<file path="config.mk">
export PLATFORM = sky130hd
export DESIGN_NAME = tent_blur_line_pass
export DESIGN_NICKNAME = d
export VERILOG_FILES = /design/src/sv/tbl_pkg.sv /design/src/sv/tent_blur_line_pass.sv /design/src/sv/tbl_ctrl.sv /design/src/sv/tbl_dp.sv
export SDC_FILE = /design/constraint.sdc
export NUM_CORES = 1
export LEC_CHECK = 0
export BUFFER_PORTS_ARGS = -buffer_cell sky130_fd_sc_hd__buf_4
export CAP_MARGIN = 20
export CORE_AREA = 2 2 191 193
export DETAILED_ROUTE_END_ITERATION = 10
export DIE_AREA = 0 0 193 195
export HOLD_SLACK_MARGIN = 0.15
export PLACE_DENSITY = 0.76
export SLEW_MARGIN = 5
export SYNTH_ARGS = -nofsm -noshare
export SYNTH_HDL_FRONTEND = slang
export SYNTH_SLANG_ARGS = --single-unit
</file>
<file path="constraint.sdc">
create_clock -name clk_i -period 9.3 [get_ports clk_i]
set_input_delay 1.86 -clock clk_i [delete_from_list [all_inputs] [get_ports clk_i]]
set_output_delay 1.86 -clock clk_i [all_outputs]
set_load 0.005 [all_outputs]
</file>
<file path="src/sv/tbl_pkg.sv">
// ----------------------------------------------------------------------------
// tbl_pkg
// Shared types and constants for the tent blur line pass.
// ----------------------------------------------------------------------------
package tbl_pkg;

  localparam int unsigned SampleW = 8;
  localparam int unsigned RadiusW = 4;
  localparam int unsigned LenW    = 13;
  localparam int unsigned CfgW    = 13;

  localparam logic REG_RADIUS   = 1'b0;
  localparam logic REG_LINE_LEN = 1'b1;

  typedef struct packed {
    logic accept;
    logic pix_init;
    logic mac;
    logic div_step;
    logic out_load;
    logic pix_next;
  } tbl_cmd_t;

  typedef struct packed {
    logic emit;
    logic mac_last;
    logic div_last;
    logic more_pix;
  } tbl_status_t;

endpackage

</file>
<file path="src/sv/tent_blur_line_pass.sv">
// ----------------------------------------------------------------------------
// tent_blur_line_pass
// One pass of a clipped triangle blur along a line of 8-bit samples.
// ----------------------------------------------------------------------------
// One sample is taken per transfer, then the block is busy until every
// output it causes has been handed off. For each output the used taps (up
// to 2*radius+1) are summed one at a time in the single multiply-accumulate
// unit, then the restoring divider takes one step per dividend bit (AW = 19
// at the default radius cap) before the output waits for hand-off. A sample
// that produces no output goes from the prep state straight back to idle.
// The final sample of a line drains all remaining positions in order.
module tent_blur_line_pass
  import tbl_pkg::*;
#(
  parameter int unsigned MAX_RADIUS = 15,
  parameter int unsigned MAX_LINE   = 4096
) (
  input  logic               clk_i,
  input  logic               rst_ni,
  input  logic               cfg_we_i,
  input  logic               cfg_idx_i,
  input  logic [CfgW-1:0]    cfg_data_i,
  input  logic               in_valid_i,
  output logic               in_ready_o,
  input  logic [SampleW-1:0] sample_i,
  output logic               out_valid_o,
  input  logic               out_ready_i,
  output logic [SampleW-1:0] blurred_o,
  output logic               last_of_line_o
);

  tbl_cmd_t    cmd;
  tbl_status_t status;

  tbl_ctrl u_ctrl (
    .clk_i       (clk_i),
    .rst_ni      (rst_ni),
    .in_valid_i  (in_valid_i),
    .in_ready_o  (in_ready_o),
    .out_valid_o (out_valid_o),
    .out_ready_i (out_ready_i),
    .status_i    (status),
    .cmd_o       (cmd)
  );

  tbl_dp #(
    .MAX_RADIUS (MAX_RADIUS),
    .MAX_LINE   (MAX_LINE)
  ) u_dp (
    .clk_i          (clk_i),
    .rst_ni         (rst_ni),
    .cfg_we_i       (cfg_we_i),
    .cfg_idx_i      (cfg_idx_i),
    .cfg_data_i     (cfg_data_i),
    .sample_i       (sample_i),
    .cmd_i          (cmd),
    .status_o       (status),
    .blurred_o      (blurred_o),
    .last_of_line_o (last_of_line_o)
  );

endmodule

</file>
<file path="src/sv/tbl_ctrl.sv">
// ----------------------------------------------------------------------------
// tbl_ctrl
// Sequencer: per input transfer, steps each due output through MAC, divide
// and output hand-off.
// ----------------------------------------------------------------------------
module tbl_ctrl
  import tbl_pkg::*;
(
  input  logic        clk_i,
  input  logic        rst_ni,
  input  logic        in_valid_i,
  output logic        in_ready_o,
  output logic        out_valid_o,
  input  logic        out_ready_i,
  input  tbl_status_t status_i,
  output tbl_cmd_t    cmd_o
);

  typedef enum logic [2:0] {
    S_IDLE,
    S_PREP,
    S_MAC,
    S_DIV,
    S_OUT
  } state_e;

  state_e state_q, state_d;
  logic   out_valid_q, out_valid_d;

  always_comb begin
    state_d     = state_q;
    out_valid_d = out_valid_q;
    cmd_o       = '0;
    in_ready_o  = 1'b0;
    unique case (state_q)
      S_IDLE: begin
        in_ready_o = 1'b1;
        if (in_valid_i) begin
          cmd_o.accept = 1'b1;
          state_d      = S_PREP;
        end
      end
      S_PREP: begin
        if (status_i.emit) begin
          cmd_o.pix_init = 1'b1;
          state_d        = S_MAC;
        end else begin
          state_d = S_IDLE;
        end
      end
      S_MAC: begin
        cmd_o.mac = 1'b1;
        if (status_i.mac_last) begin
          state_d = S_DIV;
        end
      end
      S_DIV: begin
        cmd_o.div_step = 1'b1;
        if (status_i.div_last) begin
          cmd_o.out_load = 1'b1;
          out_valid_d    = 1'b1;
          state_d        = S_OUT;
        end
      end
      S_OUT: begin
        if (out_ready_i) begin
          out_valid_d = 1'b0;
          if (status_i.more_pix) begin
            cmd_o.pix_next = 1'b1;
            state_d        = S_PREP;
          end else begin
            state_d = S_IDLE;
          end
        end
      end
      default: state_d = S_IDLE;
    endcase
  end

  always_ff @(posedge clk_i or negedge rst_ni) begin
    if (!rst_ni) begin
      state_q     <= S_IDLE;
      out_valid_q <= 1'b0;
    end else begin
      state_q     <= state_d;
      out_valid_q <= out_valid_d;
    end
  end

  assign out_valid_o = out_valid_q;

endmodule

</file>
<file path="src/sv/tbl_dp.sv">
// ----------------------------------------------------------------------------
// tbl_dp
// Datapath: sample window, line position, tap MAC and restoring divider.
// ----------------------------------------------------------------------------
module tbl_dp
  import tbl_pkg::*;
#(
  parameter int unsigned MAX_RADIUS = 15,
  parameter int unsigned MAX_LINE   = 4096
) (
  input  logic               clk_i,
  input  logic               rst_ni,
  input  logic               cfg_we_i,
  input  logic               cfg_idx_i,
  input  logic [CfgW-1:0]    cfg_data_i,
  input  logic [SampleW-1:0] sample_i,
  input  tbl_cmd_t           cmd_i,
  output tbl_status_t        status_o,
  output logic [SampleW-1:0] blurred_o,
  output logic               last_of_line_o
);

  localparam int unsigned Win = 2 * MAX_RADIUS + 1;
  localparam int unsigned IW  = $clog2(Win);
  localparam int unsigned PW  = $clog2(MAX_LINE);
  localparam int unsigned RW  = $clog2(MAX_RADIUS + 1);
  localparam int unsigned WW  = $clog2(MAX_RADIUS + 2);
  localparam int unsigned SW  = 2 * WW + 1;
  localparam int unsigned AW  = SampleW + SW;
  localparam int unsigned CW  = $clog2(AW);

  logic [RadiusW-1:0] radius_q;
  logic [LenW-1:0]    len_q;
  logic [RW-1:0]      lr_q;
  logic [PW:0]        ll_q;
  logic [PW-1:0]      pos_q, q_q, p_q, s_q;
  logic               final_q, emit_q;
  logic [SampleW-1:0] win_q [Win];
  logic [AW-1:0]      acc_q;
  logic [SW-1:0]      wsum_q;
  logic [SW:0]        rem_q;
  logic [CW-1:0]      cnt_q;
  logic [SampleW-1:0] blur_q;
  logic               last_q;

  logic [RW-1:0] r_cfg, r_eff;
  logic [PW:0]   l_cfg, l_eff;
  logic [31:0]   len32;
  logic          fin;
  logic [PW:0]   lo, hi, ph;
  logic [PW-1:0] tap_dist;
  logic [IW-1:0] idx;
  logic [WW-1:0] w;
  logic [SW:0]   rem_sh;
  logic          ge;

  always_comb begin
    if (32'(radius_q) > MAX_RADIUS) r_cfg = RW'(MAX_RADIUS);
    else                            r_cfg = RW'(radius_q);
    len32 = 32'(len_q);
    if (len32 == 32'd0)        l_cfg = (PW+1)'(1);
    else if (len32 > MAX_LINE) l_cfg = (PW+1)'(MAX_LINE);
    else                       l_cfg = (PW+1)'(len32);
    r_eff = (pos_q == '0) ? r_cfg : lr_q;
    l_eff = (pos_q == '0) ? l_cfg : ll_q;
    fin   = ({1'b0, pos_q} + (PW+1)'(1)) >= l_eff;
  end

  always_comb begin
    lo       = (p_q >= PW'(lr_q)) ? {1'b0, p_q - PW'(lr_q)} : '0;
    ph       = {1'b0, p_q} + (PW+1)'(lr_q);
    hi       = (ph > {1'b0, q_q}) ? {1'b0, q_q} : ph;
    tap_dist = (s_q >= p_q) ? s_q - p_q : p_q - s_q;
    idx      = IW'(q_q - s_q);
    w        = WW'(lr_q) - WW'(tap_dist) + WW'(1);
    rem_sh   = {rem_q[SW-1:0], acc_q[AW-1]};
    ge       = rem_sh >= {1'b0, wsum_q};
  end

  always_ff @(posedge clk_i or negedge rst_ni) begin
    if (!rst_ni) begin
      radius_q <= RadiusW'(12);
      len_q    <= LenW'(4096);
      pos_q    <= '0;
    end else begin
      if (cfg_we_i && cfg_idx_i == REG_RADIUS)   radius_q <= cfg_data_i[RadiusW-1:0];
      if (cfg_we_i && cfg_idx_i == REG_LINE_LEN) len_q    <= cfg_data_i[LenW-1:0];
      if (cmd_i.accept) pos_q <= fin ? '0 : pos_q + PW'(1);
    end
  end

  always_ff @(posedge clk_i) begin
    if (cmd_i.accept) begin
      win_q[0] <= sample_i;
      for (int i = 1; i < Win; i++) win_q[i] <= win_q[i-1];
      lr_q    <= r_eff;
      ll_q    <= l_eff;
      q_q     <= pos_q;
      final_q <= fin;
      emit_q  <= fin || (pos_q >= PW'(r_eff));
      p_q     <= (pos_q >= PW'(r_eff)) ? pos_q - PW'(r_eff) : '0;
    end
    if (cmd_i.pix_next) p_q <= p_q + PW'(1);
    if (cmd_i.pix_init) begin
      s_q    <= lo[PW-1:0];
      acc_q  <= '0;
      wsum_q <= '0;
    end
    if (cmd_i.mac) begin
      acc_q  <= acc_q + AW'(win_q[idx]) * AW'(w);
      wsum_q <= wsum_q + SW'(w);
      s_q    <= s_q + PW'(1);
      rem_q  <= '0;
      cnt_q  <= '0;
    end
    if (cmd_i.div_step) begin
      rem_q <= ge ? rem_sh - {1'b0, wsum_q} : rem_sh;
      acc_q <= {acc_q[AW-2:0], ge};
      cnt_q <= cnt_q + CW'(1);
    end
    if (cmd_i.out_load) begin
      blur_q <= {acc_q[SampleW-2:0], ge};
      last_q <= final_q && (p_q == q_q);
    end
  end

  assign status_o.emit     = emit_q;
  assign status_o.mac_last = {1'b0, s_q} == hi;
  assign status_o.div_last = cnt_q == CW'(AW - 1);
  assign status_o.more_pix = final_q && (p_q != q_q);
  assign blurred_o         = blur_q;
  assign last_of_line_o    = last_q;

endmodule

</file>
==> key figures, run 1 <==
Run status
  – Status: complete, no violations

Setup path
  – Crit end category: register
  – R2R depth: 28
  – Slowest-stage cell, CP: xnor2_1
  – Reg2reg end: u_dp.acc_q[15]
  – Most used cell, CP: ha_1
  – WP buf/inv: 3
  – CP delay by family, top: adder cells
  – Reg2reg setup slack: 850 ps
  – CP Launch Type: register
  – Required @ worst endpoint: 9590 ps
  – Critical path class: reg2reg
  – Worst r2r src: u_dp.p_q[7]
  – Stages on worst setup path: 28
  – CP arrival: 8740 ps
  – CP max stage delay: around 650 ps
  – CP max FO: 9

Synth
  – Post-Syn Nets: 1,772
  – Synth Warn #: 0
  – Post-synth EDFFs: about 360
  – Syn Inst Count: between 1,500 and 2,000
  – Yosys cell types: 75
  – Register area share after synthesis: 54.72%
  – Cell area after synthesis: 21,160 um^2
  – Yosys reg bits: just under 400
  – Syn avg cell area: 13.24 um^2
  – Predominant post-synthesis flop cell: edfxtp_1
  – Asr flop ratio synth: 8.440%

Route
  – Final wirelength: 42,320 um
  – Routed WL per cell: 19.91 um
  – Post-DRT Antenna Nets: 0
  – Initial drt markers: between 900 and 1,000
  – Pre-antenna DRT Iters: 5
  – DR vias/cell: about 6.0
  – Residual DRC: 0
  – Via count: roughly 13,000

Clock tree
  – CTS Buf Count: 41
  – Gates resized, CTS repair: 0
  – Clock Latency Late Sink: 580 ps
  – CTS Sinks: 391
  – Clk pin slew, worst setup/hold paths: 60 ps
  – Root buf cell: clkbuf_16
  – Clk buf depth: 3
  – Hold Buf Count CTS: 0
  – # H-tree levels: 2
  – Post-CTS Setup Repair Bufs: 0
  – TritonCTS clock tree: done

Cells and area
  – Most common cell after layout, fill and taps aside: edfxtp_1
  – Antenna diode count: 0
  – Post-synthesis to final-layout area growth: 10.13%
  – Final net count: ~1,800
  – Most frequent cells in the layout: edfxtp_1, inv_1, ha_1
  – Layout cell share with drive strength beyond 1: 13.82%

STA
  – Final period util: 90.83%
  – Slew Limit Fails: 0
  – Fin crit period: between 8000 and 9000 ps
  – Final hold vios: 0
  – Hold WS: 440.3 ps
  – Final setup vio count: 0
  – Slew @ Worst Pin: 1008 ps
  – TNS Setup: 0 ps
  – RSZ-0062 raised after global routing: no
  – Peak Freq: 0.1184 GHz
  – Slew HR: 32.80%
  – Clock skew: 47.53 ps

Floorplanning
  – Die H: between 150 and 200 um
  – Core ar.: 35,400 um^2
  – Initial Util: 59.79%
  – Rows: 69
  – Die width: between 150 and 200 um
  – I/O Pins: 38
  – Die area: 37,640 um^2

GRT
  – First-pass GRT wire length: 68,590 um
  – Vias in the first global route: 12,704
  – Total GRT Usage: 23.33%
  – Initial antenna violation count: 0
  – Gr ovfl total: 0
  – Largest net degree at the start of global routing: 116

Worst hold path
  – Hold Crit Start: u_dp.win_q[3][5]
  – Hold path cells: 0
  – Hold Path End: u_dp.win_q[4][5]
  – Type of the most critical hold path: reg2reg

Placement
  – Final Wtd Congestion: 0.9057
  – HPWL Detailed: 28,350 um
  – Port Buffers: 37

Run
  – Max-capacitance violation count: 0
worst register-to-register path: cells and delay by family, from the launching register on:
| family | cells | cell delay, ps |
|---|---|---|
| DFF | 1 | 550 |
| buffers and inverters | 3 | 290 |
| AOI/OAI and AO/OA | 10 | 2350 |
| xor gates and xnor gates | 3 | 920 |
| adders and majority gates | 7 | 2860 |
| muxes | 2 | 450 |
| and+or+nand+nor | 3 | 730 |
worst max path at each step:
| stage | startpoint | end | slack [ps] |
|---|---|---|---|
| floorplan | u_dp.s_q[0] | u_dp.acc_q[15] | 1850 |
| global placement | u_dp.p_q[7] | u_dp.acc_q[15] | 1110 |
| detailed placement | u_dp.p_q[7] | u_dp.acc_q[15] | 820 |
| CTS | u_dp.p_q[7] | u_dp.acc_q[15] | 800 |
| global route | u_dp.p_q[7] | u_dp.acc_q[15] | 370 |
| finish | u_dp.p_q[7] | u_dp.acc_q[15] | 850 |
per-stage QoR:
stage | cell area [um^2] | std cells | worst slack, ps | utilization [%]
floorplan | 21160 | 1598 | 1854 | -
global placement | 21910 | 2047 | 1106 | 61.91
detailed placement | 21910 | 2047 | 816.5 | 61.91
CTS | 23270 | 2123 | 802.7 | 65.74
global route | 23310 | 2125 | 368.6 | 65.85
finish | 23310 | 2125 | 852.8 | 65.85
layer usage:
layer	vias to the layer above	GRT usage, %	wire length, um
li1	5992	-	-
met1	6358	34.64	19290
met2	371	36.23	19880
met3	64	3.325	2202
met4	0	6.846	940
met5	-	0	0
Yosys cell counts (14+ instances only):
master | n | area share [%]
nor4_1 | 15 | 0.44
nor3_1 | 27 | 0.64
nand2b_1 | 16 | 0.47
o22ai_1 | 22 | 0.65
mux4_2 | 65 | 6.9
a21oi_1 | 46 | 1.1
edfxtp_1 | 358 | 51
xnor2_1 | 73 | 3.0
nand2_1 | 91 | 1.6
inv_1 | 139 | 2.5
o21ai_0 | 48 | 1.1
dfrtp_1 | 30 | 3.5
nor2_1 | 80 | 1.4
ha_1 | 109 | 6.4
nand3_1 | 40 | 0.95
mux2_2 | 28 | 1.5
clkbuf_1 | 36 | 0.64
mux2i_1 | 39 | 1.8
a21o_1 | 20 | 0.71
fa_1 | 38 | 3.6
xor2_1 | 38 | 1.6
o21a_1 | 14 | 0.50
and2_1 | 34 | 1.0
nor2b_1 | 26 | 0.77
buf_2 | 19 | 0.45
nand4_1 | 18 | 0.53
final cells by class:
cell class,instances,area [um^2]
Sequential cell,391,11580
Tap cell,461,576.8
Timing Repair Buffer,51,419.2
Clock buffer,49,1099
Clock inverter,27,256.5
Inverter,140,538.0
Fill cell,2571,12090
Multi-Input combinational cell,1006,8838
kinds of logic after synthesis:
family          count (synthesis)  synth area share (%)
compound gates                226                 7.148
simple gates                  387                 9.265
mux                           132                 10.25
buf+inv                       201                 3.695
flops                         391                 54.72
fa+ha+maj                     147                 10.04
xor+xnor                      114                 4.884
state kept, by name, indices dropped and copies added (netlist names):
signal and cells:
u_dp.s_q 12, u_ctrl.state_q 3, u_dp.acc_q 19, u_dp.p_q 12, u_dp.ll_q 13, u_dp.blurred_o 8
u_ctrl.out_valid_o 1, u_dp.pos_q 12, u_dp.wsum_q 11, u_dp.q_q 12, u_dp.r_cfg 4, u_dp.lr_q 4
u_dp.emit_q 1, u_dp.final_q 1, u_dp.win_q 248, u_dp.last_of_line_o 1, u_dp.rem_q 11, u_dp.len_q 13
u_dp.cnt_q 5
Power of run 1 is left out: the tool's default activity adds up to more than one toggle a clock period on the data nets, which glitch-free logic cannot reach.
==> run 2, diff against run 1 <==
--- a/config.mk
+++ b/config.mk
@@ -12,6 +12,7 @@
 export DIE_AREA = 0 0 193 195
 export HOLD_SLACK_MARGIN = 0.15
 export PLACE_DENSITY = 0.76
+export REMOVE_ABC_BUFFERS = 1
 export SLEW_MARGIN = 5
 export SYNTH_ARGS = -nofsm -noshare
 export SYNTH_HDL_FRONTEND = slang
==> constraint.sdc (replaced) <==
create_clock -name clk_i -period 10.6 [get_ports clk_i]
set_input_delay 2.12 -clock clk_i [delete_from_list [all_inputs] [get_ports clk_i]]
set_output_delay 2.12 -clock clk_i [all_outputs]
set_load 0.005 [all_outputs]
==> run 2 against run 1 <==
Net effect: global-route usage fell by 0.24 points; first-iteration DRC count rose by 12%; fmax rose by 0.13%; clock skew fell by 1.6 ps; worst setup slack improved by 1300 ps.
==> key figures, run 2 (synthesis results as in run 1) <==
Run status
  – Status: complete, no violations (unchanged)

STA
  – Final period util: 79.59% (was 90.83%)
  – Final setup vio count: 0 (unchanged)
  – Clock skew: 45.98 ps (was 47.53 ps)
  – Final hold vios: 0 (unchanged)
  – RSZ-0062 raised after global routing: no (unchanged)
  – Fin crit period: 8437 ps (was 8447 ps)
  – Slew HR: 26.75% (was 32.80%)
  – TNS Setup: 0 ps (unchanged)
  – Peak Freq: 0.1185 GHz (was 0.1184 GHz)
  – Slew Limit Fails: 0 (unchanged)
  – Slew @ Worst Pin: 1099 ps (was 1008 ps)

Cells and area
  – Final net count: 1,802 (was 1,805)
  – Most common cell after layout, fill and taps aside: edfxtp_1 (unchanged)
  – Largest registers in the final layout: u_dp.win_q (248), u_dp.acc_q (19) (unchanged)
  – Post-synthesis to final-layout area growth: 9.466% (was 10.13%)
  – Most frequent cells in the layout: edfxtp_1, inv_1, ha_1 (unchanged)
  – Number of flip-flops in the largest register: 248 (unchanged)
  – Layout cell share with drive strength beyond 1: 13.29% (was 13.82%)
  – Antenna diode count: 0 (unchanged)
  – Top reg by flops: u_dp.win_q (unchanged)

Clock tree
  – Post-CTS Setup Repair Bufs: 0 (unchanged)
  – Gates resized, CTS repair: 0 (unchanged)
  – Clk pin slew, worst setup/hold paths: 60 ps (about the same)
  – Hold Buf Count CTS: 0 (unchanged)
  – Clock Latency Late Sink: 560 ps (was 580 ps)
  – CTS Sinks: 391 (unchanged)
  – Clk buf depth: 3 (unchanged)
  – CTS Buf Count: 42 (was 41)
  – # H-tree levels: 2 (unchanged)
  – Root buf cell: clkbuf_16 (unchanged)
  – TritonCTS clock tree: done (unchanged)

Worst hold path
  – Hold path cells: 0 (unchanged)
  – Type of the most critical hold path: reg2reg (unchanged)

GRT
  – Gr ovfl total: 0 (unchanged)
  – First-pass GRT wire length: 68,540 um (was 68,590 um)
  – Largest net degree at the start of global routing: 205 (was 116)
  – Vias in the first global route: 13,097 (was 12,704)
  – Total GRT Usage: 23.09% (was 23.33%)
  – Initial antenna violation count: 0 (unchanged)

Setup path
  – R2R depth: 29 (was 28)
  – Crit end category: register (unchanged)
  – Slowest-stage cell, CP: edfxtp_1 (was xnor2_1)
  – Required @ worst endpoint: 10,870 ps (was 9590 ps)
  – CP Launch Type: register (unchanged)
  – Most used cell, CP: fa_1 (was ha_1)
  – CP arrival: 8710 ps (was 8740 ps)
  – CP max stage delay: 650 ps (about the same)
  – CP max FO: 10 (was 9)
  – Critical path class: reg2reg (unchanged)

Placement
  – HPWL Detailed: 27,940 um (was 28,350 um)
  – Port Buffers: 37 (unchanged)
  – Final Wtd Congestion: 0.9673 (was 0.9057)

Route
  – Residual DRC: 0 (unchanged)
  – Post-DRT Antenna Nets: 0 (unchanged)
  – Via count: 12,853 (was 12,785)
  – DR vias/cell: 6.071 (was 6.016)
  – Final wirelength: 42,150 um (was 42,320 um)
  – Initial drt markers: 1,103 (was 984)
  – Pre-antenna DRT Iters: 5 (unchanged)
  – Routed WL per cell: 19.91 um (about the same)

Floorplanning
  – I/O Pins: 38 (unchanged)
  – Die width: 193 um (unchanged)
  – Core ar.: 35,400 um^2 (unchanged)
  – Die H: 195 um (unchanged)
  – Rows: 69 (unchanged)
  – Initial Util: 59.79% (unchanged)
  – Die area: 37,640 um^2 (unchanged)

Run
  – Max-capacitance violation count: 0 (unchanged)
## run 2: cell types whose count changed in the layout (fill, tap and decap cells not counted), moves of 2 or more
cell	delta
clkinv_4	-2
clkinv_1	-5
buf_4	-3
bufinv_16	-2
clkinvlp_4	-3
clkbuf_8	+2
clkbuf_1	+7
inv_6	-2
## run 2: area by class of cell
| cell class | instances | area (um^2) |
|---|---|---|
| multi-input combinational | 1006 | 8838 |
| clock inverter | 15 | 141.4 |
| clock buffer | 57 | 1127 |
| inverter | 140 | 533.0 |
| fill | 2516 | 12230 |
| sequential | 391 | 11580 |
| tap | 461 | 576.8 |
| timing repair buffer | 47 | 369.1 |
## run 2: path summary, 6_finish.rpt
| check | start | end | slack (ps) |
|---|---|---|---|
| setup / recovery | u_dp.p_q[1] | u_dp.acc_q[15] | 2160 |
| hold / removal | u_dp.win_q[5][6] | u_dp.win_q[6][6] | 440 |
| setup reg to reg | u_dp.p_q[1] | u_dp.acc_q[15] | 2160 |
| hold reg to reg | u_dp.win_q[5][6] | u_dp.win_q[6][6] | 440 |
| max in group asynchronous | rst_ni | u_dp.r_cfg[2] | 8720 |
| min in group asynchronous | rst_ni | u_dp.pos_q[4] | 1530 |
## run 2: stage by stage
stage | util [%] | hold slack [ps] | setup slack, ps | instances | instance area, um^2
3_3_place_gp | 61.83 | 424.9 | 2485 | 2044 | 21890
6_report | 65.45 | 439.8 | 2163 | 2117 | 23170
4_1_cts | 65.42 | 435.4 | 2120 | 2116 | 23150
2_1_floorplan | - | 420.7 | 555.4 | 1537 | 20910
5_1_grt | 65.45 | 451.3 | 1634 | 2117 | 23170
3_5_place_dp | 61.83 | 428.7 | 2180 | 2044 | 21890
## run 2: layer usage
layer	wire length, um	global-route usage, %	vias to the layer above
li1	-	-	5965
met1	19080	33.71	6400
met2	20120	36.74	416
met3	2091	3.307	72
met4	856	6.173	0
met5	0	0	-
## run 2: worst max-delay path: cells and delay by family (launching register included)
family / cells / cell delay, ps
DFF: 1 / 650
buffers and inverters: 3 / 280
xor gates and xnor gates: 3 / 940
AOI/OAI and AO/OA: 11 / 2130
muxes: 2 / 460
adders and majority gates: 7 / 2940
and+or+nand+nor: 3 / 770
Power of run 2 is left out for the same reason.
